### config.mk
export PLATFORM = sky130hd
export DESIGN_NAME = fractional_box_average_decimator
export DESIGN_NICKNAME = d
export VERILOG_FILES = /design/src/fbad_pkg.sv /design/src/fbad_div.sv /design/src/fractional_box_average_decimator.sv
export VERILOG_INCLUDE_DIRS = /design/src /design/src/src
export SDC_FILE = /design/constraint.sdc
export NUM_CORES = 1
export LEC_CHECK = 0
export ABC_AREA = 1
export BUFFER_PORTS_ARGS = -buffer_cell sky130_fd_sc_hd__buf_2
export CORE_ASPECT_RATIO = 0.6
export CORE_MARGIN = 2
export CORE_UTILIZATION = 29
export DETAILED_ROUTE_END_ITERATION = 10
export GPL_TIMING_DRIVEN = 1
export PLACE_DENSITY = 0.55
export SLEW_MARGIN = 20
export SYNTH_ARGS = -nofsm -noshare
export SYNTH_HDL_FRONTEND = slang
export SYNTH_SLANG_ARGS = --single-unit
### constraint.sdc
create_clock -name clk -period 3.8 [get_ports clk]
set_input_delay 0.76 -clock clk [delete_from_list [all_inputs] [get_ports clk]]
set_output_delay 0.76 -clock clk [all_outputs]
set_load 0.005 [all_outputs]
### src/fractional_box_average_decimator_assert.svh
// ----------------------------------------------------------------------------
// fractional_box_average_decimator_assert
// Assertion macros shared by the decimator RTL.
// ----------------------------------------------------------------------------
// Each macro expands to one labeled concurrent assertion clocked on clk
// and disabled while rst_n is low.
`ifndef FRACTIONAL_BOX_AVERAGE_DECIMATOR_ASSERT_SVH
`define FRACTIONAL_BOX_AVERAGE_DECIMATOR_ASSERT_SVH

// The consequent must hold in the same cycle as the antecedent.
`define FBAD_ASSERT_SAME(label, ante, cons, msg) \
    label: assert property (@(posedge clk) disable iff (!rst_n) (ante) |-> (cons)) \
        else $error(msg);

// The consequent must hold in the cycle after the antecedent.
`define FBAD_ASSERT_NEXT(label, ante, cons, msg) \
    label: assert property (@(posedge clk) disable iff (!rst_n) (ante) |=> (cons)) \
        else $error(msg);

`endif

### src/fbad_pkg.sv
// ----------------------------------------------------------------------------
// fbad_pkg
// Shared types and constants of the fractional-rate box-average decimator.
// ----------------------------------------------------------------------------
package fbad_pkg;

    localparam int DATA_W         = 16;
    localparam int RATIO_W        = 24;
    localparam int PHASE_W        = 26;
    localparam int FRAC_BITS_DEF  = 16;
    localparam int MAX_WINDOW_DEF = 256;

    typedef struct packed {
        logic signed [DATA_W-1:0] left_sample;
        logic signed [DATA_W-1:0] right_sample;
    } in_t;

    typedef struct packed {
        logic signed [DATA_W-1:0] left_average;
        logic signed [DATA_W-1:0] right_average;
    } out_t;

endpackage

### src/fbad_div.sv
// ----------------------------------------------------------------------------
// fbad_div
// Bit-serial restoring divider that returns floor(numer / denom) for a
// two's complement numerator and a positive denominator, one quotient bit
// per cycle.
// ----------------------------------------------------------------------------
module fbad_div #(
    parameter int NUM_W = 26,
    parameter int DEN_W = 10
) (
    input  logic                            clk,
    input  logic                            rst_n,
    input  logic                            start,
    input  logic [NUM_W-1:0]                numer,
    input  logic [DEN_W-1:0]                denom,
    output logic                            done,
    output logic [fbad_pkg::DATA_W-1:0]     quotient
);

    localparam int STEP_W = (NUM_W > 1) ? $clog2(NUM_W) : 1;

    logic [NUM_W-1:0] acc_reg;
    logic [NUM_W-1:0] acc_next;
    logic [DEN_W-1:0] rem_reg;
    logic [DEN_W-1:0] rem_next;
    logic [DEN_W-1:0] den_reg;
    logic             neg_reg;
    logic             busy_reg;
    logic             busy_next;
    logic             done_reg;
    logic             done_next;
    logic [STEP_W-1:0] step_reg;
    logic [STEP_W-1:0] step_next;
    logic [DEN_W:0]   trial;
    logic             q_bit;
    logic             last_step;

    // A negative numerator is divided as its one's complement; inverting
    // the quotient afterward gives the floor.
    always_comb
    begin
        trial     = {rem_reg, acc_reg[NUM_W-1]};
        q_bit     = (trial >= {1'b0, den_reg});
        last_step = (step_reg == STEP_W'(NUM_W - 1));
        rem_next  = rem_reg;
        acc_next  = acc_reg;
        step_next = step_reg;
        busy_next = busy_reg;
        done_next = 1'b0;
        if (start)
        begin
            rem_next  = '0;
            acc_next  = numer[NUM_W-1] ? ~numer : numer;
            step_next = '0;
            busy_next = 1'b1;
        end
        else if (busy_reg)
        begin
            rem_next  = q_bit ? DEN_W'(trial - {1'b0, den_reg}) : trial[DEN_W-1:0];
            acc_next  = {acc_reg[NUM_W-2:0], q_bit};
            step_next = step_reg + STEP_W'(1);
            if (last_step)
            begin
                busy_next = 1'b0;
                done_next = 1'b1;
            end
        end
    end

    always_ff @(posedge clk or negedge rst_n)
    begin
        if (!rst_n)
        begin
            busy_reg <= 1'b0;
            done_reg <= 1'b0;
            step_reg <= '0;
        end
        else
        begin
            busy_reg <= busy_next;
            done_reg <= done_next;
            step_reg <= step_next;
        end
    end

    always_ff @(posedge clk)
    begin
        acc_reg <= acc_next;
        rem_reg <= rem_next;
        if (start)
        begin
            den_reg <= denom;
            neg_reg <= numer[NUM_W-1];
        end
    end

    assign done     = done_reg;
    assign quotient = neg_reg ? ~acc_reg[fbad_pkg::DATA_W-1:0]
                              : acc_reg[fbad_pkg::DATA_W-1:0];

endmodule

### src/fractional_box_average_decimator.sv
// ----------------------------------------------------------------------------
// fractional_box_average_decimator
// Stereo box-average decimator with a fractional source-to-output ratio.
// ----------------------------------------------------------------------------
// Each input beat carries one left/right Q1.15 pair. The pair is added to the
// running sums of the open window in the cycle it is accepted. A signed phase
// with FRAC_BITS fraction bits tracks the distance to the next window
// boundary; when that distance rounds to zero or less, or when the window
// holds MAX_WINDOW samples, the window closes and one output beat carries the
// rounded-half-up means of both channels. A beat that does not close a window
// is taken without stalling the input. A beat that closes one starts two
// bit-serial dividers, one per channel, which deliver one quotient bit per
// cycle over the width of the doubled sum (26 steps at the default
// parameters); the input then stays stalled while they run and until the
// result is loaded into the output register, which waits only if it is
// still held by a stalled receiver. A finished result waits in the output
// register, so input beats that do not close a window are taken while it
// waits. The ratio_reg register is written through the cfg channel, which
// is always ready; values below 1.0 act as 1.0, and a new value takes effect
// at the next boundary.
`include "fractional_box_average_decimator_assert.svh"

module fractional_box_average_decimator #(
    parameter int FRAC_BITS  = fbad_pkg::FRAC_BITS_DEF,
    parameter int MAX_WINDOW = fbad_pkg::MAX_WINDOW_DEF
) (
    input  logic                           clk,
    input  logic                           rst_n,
    input  logic                           in_valid,
    output logic                           in_stall,
    input  fbad_pkg::in_t                  in_data,
    output logic                           out_valid,
    input  logic                           out_stall,
    output fbad_pkg::out_t                 out_data,
    input  logic                           cfg_valid,
    output logic                           cfg_ready,
    input  logic [fbad_pkg::RATIO_W-1:0]   cfg_data
);

    localparam int DATA_W  = fbad_pkg::DATA_W;
    localparam int RATIO_W = fbad_pkg::RATIO_W;
    localparam int PHASE_W = fbad_pkg::PHASE_W;
    // Sums are wide enough for MAX_WINDOW full-scale samples.
    localparam int SUM_W   = DATA_W + $clog2(MAX_WINDOW) + 1;
    localparam int CNT_W   = $clog2(MAX_WINDOW + 1);
    // The divider sees 2*sum + n over 2*n.
    localparam int NUM_W   = SUM_W + 1;
    localparam int DEN_W   = CNT_W + 1;

    localparam logic signed [PHASE_W-1:0] ONE  = PHASE_W'(1) << FRAC_BITS;
    localparam logic signed [PHASE_W-1:0] HALF = PHASE_W'(1) << (FRAC_BITS - 1);
    localparam logic [RATIO_W-1:0] RATIO_RESET = RATIO_W'(1) << FRAC_BITS;

    localparam logic [1:0] ST_IDLE = 2'd0;
    localparam logic [1:0] ST_DIV  = 2'd1;
    localparam logic [1:0] ST_HOLD = 2'd2;

    logic [1:0]                 state_reg;
    logic [1:0]                 state_next;
    logic [RATIO_W-1:0]         ratio_reg;
    logic signed [PHASE_W-1:0]  phase_reg;
    logic signed [PHASE_W-1:0]  phase_next;
    logic signed [SUM_W-1:0]    lsum_reg;
    logic signed [SUM_W-1:0]    lsum_next;
    logic signed [SUM_W-1:0]    rsum_reg;
    logic signed [SUM_W-1:0]    rsum_next;
    logic [CNT_W-1:0]           count_reg;
    logic [CNT_W-1:0]           count_next;
    logic                       out_valid_reg;
    logic                       out_valid_next;
    fbad_pkg::out_t             out_data_reg;

    logic                       in_accept;
    logic                       boundary;
    logic                       full;
    logic                       emit;
    logic                       load_out;
    logic                       hold_open;
    logic [CNT_W-1:0]           count_inc;
    logic signed [SUM_W-1:0]    lsum_add;
    logic signed [SUM_W-1:0]    rsum_add;
    logic signed [PHASE_W-1:0]  ratio_eff;
    logic [NUM_W-1:0]           lnum;
    logic [NUM_W-1:0]           rnum;
    logic [DEN_W-1:0]           den;
    logic                       div_start;
    logic                       ldone;
    logic                       rdone;
    logic [DATA_W-1:0]          lquot;
    logic [DATA_W-1:0]          rquot;

    assign cfg_ready = 1'b1;
    assign in_stall  = (state_reg != ST_IDLE);
    assign in_accept = in_valid && !in_stall;
    assign out_valid = out_valid_reg;
    assign out_data  = out_data_reg;
    // A finished result whose output register is free this cycle.
    assign hold_open = (state_reg == ST_HOLD) && !out_valid_reg;

    always_comb
    begin
        // A ratio below 1.0 is treated as exactly 1.0.
        ratio_eff  = (PHASE_W'(ratio_reg) < ONE) ? ONE : $signed(PHASE_W'(ratio_reg));
        count_inc  = count_reg + CNT_W'(1);
        lsum_add   = lsum_reg + SUM_W'(in_data.left_sample);
        rsum_add   = rsum_reg + SUM_W'(in_data.right_sample);
        boundary   = (phase_reg < HALF);
        full       = (count_inc >= CNT_W'(MAX_WINDOW));
        emit       = boundary || full;
        phase_next = phase_reg + (boundary ? ratio_eff : PHASE_W'(0)) - ONE;
        lnum       = {lsum_add, 1'b0} + NUM_W'(count_inc);
        rnum       = {rsum_add, 1'b0} + NUM_W'(count_inc);
        den        = {count_inc, 1'b0};
        div_start  = in_accept && emit;
        load_out   = (state_reg == ST_HOLD) && (!out_valid_reg || !out_stall);

        lsum_next  = lsum_reg;
        rsum_next  = rsum_reg;
        count_next = count_reg;
        if (in_accept)
        begin
            if (emit)
            begin
                lsum_next  = '0;
                rsum_next  = '0;
                count_next = '0;
            end
            else
            begin
                lsum_next  = lsum_add;
                rsum_next  = rsum_add;
                count_next = count_inc;
            end
        end

        state_next = state_reg;
        case (state_reg)
            ST_IDLE:
            begin
                if (div_start)
                begin
                    state_next = ST_DIV;
                end
            end
            ST_DIV:
            begin
                if (ldone && rdone)
                begin
                    state_next = ST_HOLD;
                end
            end
            ST_HOLD:
            begin
                if (load_out)
                begin
                    state_next = ST_IDLE;
                end
            end
            default:
            begin
                state_next = ST_IDLE;
            end
        endcase

        out_valid_next = out_valid_reg;
        if (load_out)
        begin
            out_valid_next = 1'b1;
        end
        else if (out_valid_reg && !out_stall)
        begin
            out_valid_next = 1'b0;
        end
    end

    always_ff @(posedge clk or negedge rst_n)
    begin
        if (!rst_n)
        begin
            state_reg     <= ST_IDLE;
            ratio_reg     <= RATIO_RESET;
            phase_reg     <= '0;
            lsum_reg      <= '0;
            rsum_reg      <= '0;
            count_reg     <= '0;
            out_valid_reg <= 1'b0;
        end
        else
        begin
            state_reg     <= state_next;
            lsum_reg      <= lsum_next;
            rsum_reg      <= rsum_next;
            count_reg     <= count_next;
            out_valid_reg <= out_valid_next;
            if (in_accept)
            begin
                phase_reg <= phase_next;
            end
            if (cfg_valid && cfg_ready)
            begin
                ratio_reg <= cfg_data;
            end
        end
    end

    // The output payload needs no reset; it is qualified by out_valid.
    always_ff @(posedge clk)
    begin
        if (load_out)
        begin
            out_data_reg.left_average  <= lquot;
            out_data_reg.right_average <= rquot;
        end
    end

    // One divider per channel; both run in lockstep.
    fbad_div #(
        .NUM_W (NUM_W),
        .DEN_W (DEN_W)
    ) u_div_left (
        .clk      (clk),
        .rst_n    (rst_n),
        .start    (div_start),
        .numer    (lnum),
        .denom    (den),
        .done     (ldone),
        .quotient (lquot)
    );

    fbad_div #(
        .NUM_W (NUM_W),
        .DEN_W (DEN_W)
    ) u_div_right (
        .clk      (clk),
        .rst_n    (rst_n),
        .start    (div_start),
        .numer    (rnum),
        .denom    (den),
        .done     (rdone),
        .quotient (rquot)
    );

    // The window never holds more than MAX_WINDOW samples.
    `FBAD_ASSERT_SAME(a_count_bound, 1'b1, count_reg < CNT_W'(MAX_WINDOW), "window count overflow")
    // The phase never drops below minus one half.
    `FBAD_ASSERT_SAME(a_phase_floor, 1'b1, phase_reg >= -HALF, "phase below lower bound")
    // A beat that closes a window starts the dividers and stalls the input.
    `FBAD_ASSERT_NEXT(a_div_start, div_start, state_reg == ST_DIV, "divide not started")
    // A held result with a free output register is presented next cycle.
    `FBAD_ASSERT_NEXT(a_hold_load, hold_open, out_valid_reg && !in_stall, "result not loaded")

endmodule
==> run summary, run 1 <==
slowest CP cell: dfrtp_1
RSZ-0062 raised after global routing: yes
Synth Cell Area: 18100 um2
most frequent cell after synthesis: nand2_1
crit path launch: phase_reg[18]
clk_skew: 47.0 ps
Placement Rows: 70
Worst Path Buf+Inv: 2
status: finished, final reports clean
worst min path class: in2async
DRT Pass-1 Iters: 5
Layout Nets: 2977
DR WL met3: 2.71 mm
drt total wl: 51.7 mm
initial antenna violation count: 0
setup violators final: 0
Clock Tree Buf Depth: 3
Yosys cell types: 54
Worst slew margin: 0.388
vias per cell: 4.58
share of flip-flops with an asynchronous set or reset: 0.523
WP data required: 4260 ps
Root Buffer: clkbuf_16
area growth from synthesis to layout: 22.0%
setup TNS: 0 ps
met1 wire length: 28.2 mm
Cell Count, Final, Fillers Out: 3622
synthesized area per cell: 7.19 um2
Synth area leaders: dfrtp_1, nand2_1, edfxtp_1
die area: 64500 um2
Max Cap Viol: 0
crit-path max FO: 8
Final Cycle Share: 0.948
Slew Limit Fails: 0
DRT antenna net count: 0
EDFF count, synth: 95
final hold vios: 0
CP endpoint kind: flop
most common flop cell mapped by yosys: dfrtp_1
Ports: 96
DRC: 0
Synth top area share: 0.173
Mapped Nets: 2721
Die H: 198 um
max reg flops: 32
CTS tree: built
register area: 6410 um2
Initial Util: 0.295
GR Util All Layers: 0.160
top cells by count, synth: nand2_1, inv_1, nand3_1, o21ai_0
R2R Path Start: phase_reg[18]
gpl congestion: 0.898
CP top delay family: simple AND/OR/NAND/NOR gates
# clock sinks: 241
largest net degree at the start of global routing: 80
Crit Path Class: reg2reg
gr ovfl total: 0
H-tree depth: 1
dpl cells: 3570
Skew-Pair Late Insertion Delay: 590 ps
Hold WS: 160 ps
crit path cell chain: inv_1 -> nand4_1 -> nor3b_2 -> or2_2 -> nand2_4 -> buf_4 -> nor3_1 -> ha_1 -> ha_1 -> a21oi_2 -> o21ai_1 -> a21oi_1 -> nand3_1 -> a31o_2 -> or2_2 -> nand3_1 -> o21ai_0
cells after synthesis: 2517
Seq/Total Area, Yosys: 0.354
DR WL met2: 20.3 mm
antenna diode count: 0
max layer used: met4
die width: 327 um
DP Wirelength: 40.1 mm
fin crit period: 3600 ps
Synth Register Bits: 241
Port Buffers: 94
Stages on worst setup path: 17
Yosys top cell by area: dfrtp_1
layout cells sized above 1: 0.170
area of the core: 61300 um2
Critical Path Max Stage Delay: 370 ps
peak supply drop: 0.447 mV
CTS Buf Count: 27
Tightest Pin Transition: 919 ps
R2R setup slack: 200 ps
number of global-route vias before repair: 15500
leakage power: 11.4 nW
Worst-path clk slew: 70 ps
DR iter-0 viols: 1381
Avg WL per Cell: 14.3 um
via count: 16600
wire length of the first global-routing pass: 83.9 mm
max frequency: 278 MHz
cells on worst reg2reg path: 17
yosys warns: 0
PD cells: 908 nW/um2
Worst Setup EP: phase_reg[22]
area occupied by multi-input gates: 10300 um2
# fillers: 6595
CP arrival: 4060 ps
Worst R2R End: phase_reg[22]
CP Launch Type: flop
==> layer usage <==
layer  vias to the layer above  GRT usage
met2                       301      0.227
met4                         0     0.0195
met1                      7578      0.256
li1                       8674          -
met3                        33     0.0250
met5                         -          0
==> repair_timing <==
action	in CTS	in global routing
hold buffers	0	0
setup endpoints to repair	4	65
pin swaps	0	9
resized for setup	2	57
buffers inserted	0	2
==> cells by family (layout without fill, tap and decap cells) <==
family | after synthesis | in the layout | share of synthesized area
flops | 241 | 241 | 0.354
other cells | 1 | 1 | 0.000207
fa+ha+maj | 143 | 143 | 0.102
xor+xnor | 99 | 99 | 0.0479
mux | 1 | 1 | 0.000622
buf+inv | 416 | 693 | 0.0894
simple gates | 1318 | 1318 | 0.314
compound gates | 298 | 298 | 0.0917
==> worst min path at each step <==
stage | start | endpoint | slack (ps) | depth (start not counted)
global placement | u_div_left.rem_reg[7] | u_div_left.rem_reg[7] | 470 | 2
floorplan | u_div_left.rem_reg[2] | u_div_left.rem_reg[2] | 440 | 2
finish | rst_n | rsum_reg[21] | 160 | 1
CTS | rst_n | u_div_left.step_reg[4] | 150 | 1
global route | rst_n | u_div_left.step_reg[4] | 180 | 1
detailed placement | u_div_left.rem_reg[7] | u_div_left.rem_reg[7] | 470 | 2
==> cells in the final DEF (no fill, tap or decap), types with 21 or more instances in the layout <==
cell type	instances
a21oi_1	86
nor2_1	128
o21ai_0	133
buf_2	93
xor2_1	78
clkbuf_16	27
nand3_1	191
edfxtp_1	95
dfrtp_1	125
nand2_1	819
nor3_1	32
nand4_1	42
buf_4	186
nand2_2	21
inv_1	336
nor2_2	21
ha_1	131
==> report_power, final <==
group	internal, W	switching (W)
clock network	0.00161	0.00122
logic	0.00517	0.00755
registers	0.00389	0.000591
total	0.0107	0.00936
==> through the flow <==
step	worst slack (ps)	area, um2	util	total power, W
final	199	22100	0.360	0.0200
after floorplan	0.214	18100	-	0.0127
after CTS	9.29	21800	0.356	0.0198
after detailed placement	-365	20900	0.341	0.0169
after global placement	-361	20900	0.341	0.0168
after global routing	-55.6	22100	0.360	0.0221
==> layout make-up <==
| cell class | instances | share of cell area |
|---|---|---|
| multi-input combinational | 1860 | 0.469 |
| sequential | 241 | 0.290 |
| timing repair buffer | 287 | 0.0912 |
| inverter | 356 | 0.0605 |
| tap | 828 | 0.0469 |
| clock buffer | 29 | 0.0314 |
| clock inverter | 21 | 0.0110 |
(Power assumes the default switching activity.)
==> run 2: changes to the inputs <==
CTS_CLUSTER_SIZE = 25   (was not set)
RECOVER_POWER = 100   (was not set)
==> run summary, run 2 (synthesized netlist as in run 1, its figures left out) <==
status: complete, but fails checks
failing checks: max-capacitance violations, max-slew violations
register area: 6410 um2
via count: 16600
wire length of the first global-routing pass: 83.9 mm
drt total wl: 51.7 mm
area growth from synthesis to layout: 21.6%
crit-path max FO: 8
# fillers: 6605
final hold vios: 0
Max Cap Viol: 3
gr ovfl total: 0
layout cells sized above 1: 0.158
Die H: 198 um
antenna diode count: 0
leakage power: 11.3 nW
DRT antenna net count: 0
peak supply drop: 0.447 mV
clk_skew: 47.0 ps
CTS tree: built
crit path cell chain: inv_1 -> nand4_1 -> nor3b_2 -> or2_2 -> nand2_4 -> buf_4 -> nor3_1 -> ha_1 -> ha_1 -> a21oi_2 -> o21ai_1 -> a21oi_1 -> nand3_1 -> a31o_2 -> or2_2 -> nand3_1 -> o21ai_0
Port Buffers: 94
commonest non-fill, non-tap cells in the layout: nand2_1, inv_1, nand3_1, buf_4, o21ai_0
Initial Util: 0.295
DRC: 0
leading cell type in the layout, fill and taps excluded: nand2_1
Cell Count, Final, Fillers Out: 3622
RSZ-0062 raised after global routing: yes
number of global-route vias before repair: 15500
Skew-Pair Late Insertion Delay: 590 ps
Critical Path Max Stage Delay: 370 ps
CTS Buf Count: 27
DP Wirelength: 40.1 mm
worst min path class: in2reg
CP endpoint kind: flop
cells on worst reg2reg path: 17
Clock Tree Buf Depth: 3
GR Util All Layers: 0.160
setup violators final: 0
WP data required: 4260 ps
die area: 64500 um2
max frequency: 279 MHz
vias per cell: 4.58
area occupied by multi-input gates: 10300 um2
CP arrival: 4040 ps
slowest CP cell: dfrtp_1
# clock sinks: 241
dpl cells: 3570
Root Buffer: clkbuf_16
Tightest Pin Transition: 3150 ps
Hold Path Depth: 3
H-tree depth: 1
max reg flops: 32
Placement Rows: 70
CP Launch Type: flop
DRT Pass-1 Iters: 6
Avg WL per Cell: 14.3 um
area of the core: 61300 um2
Crit Path Class: reg2reg
hold_buf cts: 0
Layout Nets: 2977
fin crit period: 3590 ps
Worst-path clk slew: 70 ps
Ports: 96
Worst slew margin: -1.10
die width: 327 um
gpl congestion: 0.898
PD cells: 910 nW/um2
largest net degree at the start of global routing: 80
initial antenna violation count: 0
Slew Limit Fails: 113
Final Cycle Share: 0.944
DR iter-0 viols: 1321
Hold WS: 382 ps
## run 2: layout make-up
type / instances / share of cell area
Multi-Input combinational cell: 1860 / 0.470
Inverter: 356 / 0.0607
Tap cell: 828 / 0.0471
Clock buffer: 29 / 0.0315
Clock inverter: 21 / 0.0110
Sequential cell: 241 / 0.291
Timing Repair Buffer: 287 / 0.0891
## run 2: through the flow
| stage | setup slack (ps) | power, W | instance area (um2) | TNS, ps | utilization |
|---|---|---|---|---|---|
| 2_1_floorplan | 0.214 | 0.0127 | 18100 | 0 | - |
| 3_3_place_gp | -361 | 0.0168 | 20900 | -12690 | 0.341 |
| 5_1_grt | -55.6 | 0.0221 | 22000 | -265 | 0.359 |
| 3_5_place_dp | -365 | 0.0169 | 20900 | -14510 | 0.341 |
| 4_1_cts | 9.29 | 0.0198 | 21800 | 0 | 0.356 |
| 6_report | 214 | 0.0200 | 22000 | 0 | 0.359 |
## run 2: final timing paths
path                                        start                     end  slack, ps
setup / recovery                    phase_reg[18]           phase_reg[22]        210
min in group asynchronous                   rst_n            rsum_reg[19]       1230
hold reg to reg            u_div_right.rem_reg[2]  u_div_right.rem_reg[2]        480
hold / removal                       cfg_data[17]           ratio_reg[17]        380
max in group asynchronous                   rst_n           phase_reg[23]        550
setup reg to reg                    phase_reg[18]           phase_reg[22]        210
## run 2: timing repair
item	in CTS	in global routing
resized for setup	2	57
buffers inserted	0	2
pin swaps	0	9
endpoints found under the hold margin	0	0
cloned	0	0
setup endpoints to repair	4	65
## run 2: report_power, final
group,switching [W],total [W],internal [W]
Combinational,0.00755,0.0127,0.00517
Clock,0.00122,0.00284,0.00161
Sequential,0.000591,0.00448,0.00389
## run 2: per-layer routing
| layer | global-route usage | vias up | routed length, um |
|---|---|---|---|
| met5 | 0 | - | 0 |
| met4 | 0.0195 | 0 | 462 |
| met3 | 0.0250 | 33 | 2870 |
| met2 | 0.227 | 313 | 20300 |
| met1 | 0.256 | 7579 | 28100 |
| li1 | - | 8677 | - |
## run 2: worst max-delay path: cells and delay by family (launching register included)
family | cells | cell delay [ps]
AOI/OAI and AO/OA | 5 | 790
adders and majority gates | 2 | 630
buffers and inverters | 2 | 270
DFF | 1 | 370
and+or+nand+nor | 8 | 1380
